==> src/design/nvs_pkg.sv <==
// Shared types and constants for the NV12/NV21 nearest-neighbor scaler.
// Used by nvs_ratio and nv_frame_nearest_scaler; depends on nothing.
`default_nettype none
package nvs_pkg;

    localparam int unsigned FRAC_W   = 16;
    localparam int unsigned RATIO_W  = 24;
    localparam int unsigned SIZE_W   = 8;
    localparam int unsigned CNT_W    = 5;
    localparam logic [SIZE_W-1:0] ALIGN_MASK = 8'hF8;

    localparam logic [1:0] REG_SOURCE_WIDTH  = 2'd0;
    localparam logic [1:0] REG_SOURCE_HEIGHT = 2'd1;
    localparam logic [1:0] REG_TARGET_WIDTH  = 2'd2;
    localparam logic [1:0] REG_TARGET_HEIGHT = 2'd3;

    localparam logic OP_STORE = 1'b0;
    localparam logic OP_READ  = 1'b1;

    typedef struct packed {
        logic               busy;
        logic [RATIO_W-1:0] x_ratio;
        logic [RATIO_W-1:0] y_ratio;
    } nvs_ratio_t;

endpackage
`default_nettype wire

==> src/design/nvs_ratio.sv <==
// Step ratio unit: (source << 16) / target + 1 for columns, then rows, by a
// shared restoring divider that produces one quotient bit a cycle. Uses nvs_pkg.
`default_nettype none
module nvs_ratio
    import nvs_pkg::*;
(
    input  wire logic              clk,
    input  wire logic              rst_n,
    input  wire logic              start,
    input  wire logic [SIZE_W-1:0] source_width,
    input  wire logic [SIZE_W-1:0] source_height,
    input  wire logic [SIZE_W-1:0] target_width,
    input  wire logic [SIZE_W-1:0] target_height,
    output nvs_ratio_t             status
);

    logic               busy_reg;
    logic               phase_reg;
    logic [CNT_W-1:0]   cnt_reg;
    logic [SIZE_W-1:0]  rem_reg;
    logic [RATIO_W-1:0] dvd_reg;
    logic [RATIO_W-1:0] quo_reg;
    logic [RATIO_W-1:0] x_ratio_reg;
    logic [RATIO_W-1:0] y_ratio_reg;

    logic [SIZE_W-1:0]  divisor;
    logic [SIZE_W:0]    trial;
    logic [SIZE_W:0]    diff;
    logic               ge;
    logic [RATIO_W-1:0] quo_next;
    logic [SIZE_W-1:0]  rem_next;

    always_comb
    begin
        divisor  = phase_reg ? target_height : target_width;
        trial    = {rem_reg, dvd_reg[RATIO_W-1]};
        diff     = trial - {1'b0, divisor};
        ge       = (trial >= {1'b0, divisor});
        quo_next = {quo_reg[RATIO_W-2:0], ge};
        rem_next = ge ? diff[SIZE_W-1:0] : trial[SIZE_W-1:0];
    end

    always_ff @(posedge clk or negedge rst_n)
    begin
        if (!rst_n)
        begin
            busy_reg    <= 1'b0;
            phase_reg   <= 1'b0;
            cnt_reg     <= '0;
            rem_reg     <= '0;
            dvd_reg     <= '0;
            quo_reg     <= '0;
            x_ratio_reg <= RATIO_W'(32'h0001_0001);
            y_ratio_reg <= RATIO_W'(32'h0001_0001);
        end
        else if (start)
        begin
            busy_reg  <= 1'b1;
            phase_reg <= 1'b0;
            cnt_reg   <= '0;
            rem_reg   <= '0;
            quo_reg   <= '0;
            dvd_reg   <= {source_width, {FRAC_W{1'b0}}};
        end
        else if (busy_reg)
        begin
            if (cnt_reg == CNT_W'(RATIO_W - 1))
            begin
                cnt_reg <= '0;
                rem_reg <= '0;
                quo_reg <= '0;
                if (!phase_reg)
                begin
                    x_ratio_reg <= quo_next + RATIO_W'(1);
                    phase_reg   <= 1'b1;
                    dvd_reg     <= {source_height, {FRAC_W{1'b0}}};
                end
                else
                begin
                    y_ratio_reg <= quo_next + RATIO_W'(1);
                    busy_reg    <= 1'b0;
                end
            end
            else
            begin
                cnt_reg <= cnt_reg + CNT_W'(1);
                rem_reg <= rem_next;
                quo_reg <= quo_next;
                dvd_reg <= {dvd_reg[RATIO_W-2:0], 1'b0};
            end
        end
    end

    assign status.busy    = busy_reg;
    assign status.x_ratio = x_ratio_reg;
    assign status.y_ratio = y_ratio_reg;

    a_start_busy: assert property (@(posedge clk) disable iff (!rst_n)
        start |=> busy_reg && !phase_reg)
        else $error("divider did not start");

    a_count_range: assert property (@(posedge clk) disable iff (!rst_n)
        busy_reg |-> cnt_reg < CNT_W'(RATIO_W))
        else $error("divider step count out of range");

    a_done_phase: assert property (@(posedge clk) disable iff (!rst_n)
        $fell(busy_reg) |-> phase_reg)
        else $error("divider finished before the row ratio");

endmodule
`default_nettype wire

==> config.mk <==
export PLATFORM = sky130hd
export DESIGN_NAME = nvs_ratio
export DESIGN_NICKNAME = d
export VERILOG_FILES = /design/src/design/nvs_pkg.sv /design/src/design/nvs_ratio.sv
export SDC_FILE = /design/constraint.sdc
export NUM_CORES = 1
export LEC_CHECK = 0
export ABC_AREA = 0
export BUFFER_PORTS_ARGS = -buffer_cell sky130_fd_sc_hd__buf_4
export CAP_MARGIN = 20
export CORE_ASPECT_RATIO = 1.4
export CORE_MARGIN = 2
export CORE_UTILIZATION = 50
export DETAILED_ROUTE_END_ITERATION = 16
export PLACE_DENSITY = 0.85
export SETUP_SLACK_MARGIN = 0.5
export SYNTH_ARGS = -nofsm -noshare
export SYNTH_HDL_FRONTEND = slang
export SYNTH_SLANG_ARGS = --single-unit
==> constraint.sdc <==
create_clock -name clk -period 3.1 [get_ports clk]
set_input_delay 0.62 -clock clk [delete_from_list [all_inputs] [get_ports clk]]
set_output_delay 0.62 -clock clk [all_outputs]
set_load 0.05 [all_outputs]
==> metrics.txt <==
status finished clean; # clock sinks 94; final net count 613; Power Dens Cells 549 nW/um^2; DRC 0; num rows 42; Psw 994 uW; Mapped Nets 526; first-pass GRT wire length 19500 um; R2R cell count 10; fmax 371 MHz; Worst EP required 3.36 ns; clk slew on worst S/H paths 0.06 ns; post-synthesis average cell area 9.86 sq um; initial core utilization 50.6%; leading cell type in the layout, fill and taps excluded buf_4; I/O Buffers 83; worst-case clock skew 0.0109 ns; post-layout minimum cycle time 2.69 ns; Seq pwr share 39.7%; drt first pass iters 5; Max Cap Viol 0; First DRT Iteration DRCs 386; clock latency on the worst-skew pair 0.35 ns; R2R setup slack 0.41 ns; RSZ-0062 raised after global routing true; drt wl/cell 18.4 um; initial antenna violation count 0; H-tree depth 3; final core occ 65.9%; pin count of the biggest net entering global routing 54; setup tns final 0 ns; post-synthesis cell count 480; Synth cell types 49; post-synthesis sequential area ratio 49.8%; EDFF count, synth 0; Hold/Removal Path Class in2async; n_diodes 0; GRT Util Overall 24.4%; WP data arrival 2.96 ns; Tightest Pin Transition 0.729 ns; chip height 119 um; setup violators final 0; Die Area 10300 sq um; Final Max Tran Viols 0; Detailed Place HPWL 8280 um; drt total wl 12600 um; crit path capture type flip-flop; YS warnings 0; ys flop type dfrtp_1; I/O pin count 84; Final Hold Fails 0; Int Power 2.39 mW; CTS Root Cell clkbuf_16; Multi-input gate area 2450 sq um; period utilization 86.9%; FFs w/ async S/R, synth 100%; CTS Buffer Depth 2; routed vias/inst 6.11; Crit Path Class reg2reg; die width 86.2 um; vias in the first global route 4133; Antenna Nets Post-Route 0; crit start category flip-flop; GR Overflow Total 0; via count 4169; Comb power frac 25.2%; crit path max fanout 15; most frequent cells in the layout buf_4 (103), dfrtp_1 (89), nand2_1 (67); worst vdd ir 0.000346 V; CORE AREA 9350 sq um; Syn Std Cell Area 4730 sq um; Sequential Area 2360 sq um; Area growth, synth to finish 30.2%; leakage 2.78 nW; layout cell share with drive strength beyond 1 31.6%; FF+latch count, synth 94; CTS tree built; Fillers 694; clock share of power 35.2%; CTS Buf Count 9; gpl congestion 0.873; Rel. slew slack 51.4%; Switching Fraction 29.4%
==> stage by stage <==
stage | power [mW] | cell area, sq um | instances | hold WS [ns] | worst slack [ns]
after floorplan | 1.79 | 4780 | 480 | 0.324 | 0.367
after global placement | 1.93 | 5500 | 653 | 0.455 | 0.276
after detailed placement | 1.97 | 5500 | 653 | 0.462 | 0.186
after CTS | 3.22 | 6010 | 677 | 0.345 | 0.469
after global routing | 3.50 | 6160 | 682 | 0.377 | 0.335
final | 3.38 | 6160 | 682 | 0.317 | 0.405
==> cell type report <==
cell class	instances	share of cell area [%]
clock inverters	7	1.54
repair buffers	108	14.1
well taps	110	2.23
clock buffers	9	3.66
inverters	6	0.406
flip-flops and latches	94	38.3
multi-input cells	348	39.8
==> repair_timing <==
action | 4_1_cts | 5_1_grt
setup endpoints to repair | 38 | 28
pin swaps | 13 | 19
gates resized for setup | 26 | 21
hold buffers | 0 | 0
buffers inserted | 8 | 4
cloned | 0 | 1
==> worst max-delay path, cell delays in order, from the launching register on <==
cell	delay (ns)
dfrtp_2	0.43
buf_12	0.15
mux2i_1	0.13
ha_1	0.35
nand3_2	0.12
nand2b_4	0.16
o21ba_4	0.23
buf_4	0.16
buf_12	0.15
or4_4	0.52
a31oi_1	0.21
==> kinds of logic (layout without fill, tap and decap cells) <==
family,after synthesis,count (layout),share of synthesized area (%)
AOI/OAI and AO/OA,120,120,16.8
xor gates and xnor gates,17,17,3.15
adders and majority gates,11,11,3.07
buffers and inverters,38,130,3.25
DFF,94,94,49.8
muxes,26,26,5.71
and+or+nand+nor,174,174,18.2
==> path summary, 6_finish.rpt <==
kind                                             startpoint                           to
worst max-delay path                  phase_reg$_DFFE_PN0P_  y_ratio_reg[19]$_DFFE_PN0P_
worst min-delay path                                  rst_n       rem_reg[3]$_DFFE_PN0P_
worst max register to register        phase_reg$_DFFE_PN0P_  y_ratio_reg[19]$_DFFE_PN0P_
worst min register to register  x_ratio_reg[16]$_DFFE_PN1P_  x_ratio_reg[16]$_DFFE_PN1P_
max in group asynchronous                             rst_n  y_ratio_reg[16]$_DFFE_PN1P_
min in group clk                x_ratio_reg[16]$_DFFE_PN1P_  x_ratio_reg[16]$_DFFE_PN1P_
==> synthesized netlist by cell type, types with 3 or more instances <==
library cell	n	area [sq um]
dfrtp_1	90	2250
nand2_1	68	255
o21ai_0	44	220
nor2_1	34	128
a22o_1	23	201
clkbuf_1	23	86.3
nand3_1	21	105
mux2i_1	18	180
a31oi_1	16	100
ha_1	10	125
or4_1	9	67.6
xor2_1	9	78.8
a21oi_1	8	40.0
mux2_2	8	90.1
nand4_1	8	50.1
o31ai_1	8	60.1
xnor2_1	8	70.1
buf_2	6	30.0
inv_1	6	22.5
nand2b_1	5	31.3
o211ai_1	5	37.5
a32oi_1	4	35.0
and2_1	4	25.0
dfstp_2	4	105
o311ai_0	4	35.0
or3_1	4	25.0
and3_1	3	18.8
nand3b_1	3	22.5
nor3_1	3	15.0
==> layer usage <==
layer,global-route usage [%],share of wire (%),up-vias
met1,26.6,37,2056
met5,0,0,-
li1,-,-,1909
met4,13.6,4.2,0
met3,4.16,4.3,44
met2,43.9,55,160
==> power by group through the flow <==
| stage | logic [mW] | clock network (mW) | registers [mW] |
|---|---|---|---|
| after floorplan | 0.454 | 0 | 1.33 |
| after detailed placement | 0.612 | 0 | 1.35 |
| after global routing | 0.903 | 1.25 | 1.35 |
| final | 0.851 | 1.19 | 1.34 |
| after global placement | 0.582 | 0 | 1.35 |
| after CTS | 0.691 | 1.20 | 1.33 |
Note: power is estimated with default switching activity, not from simulation.
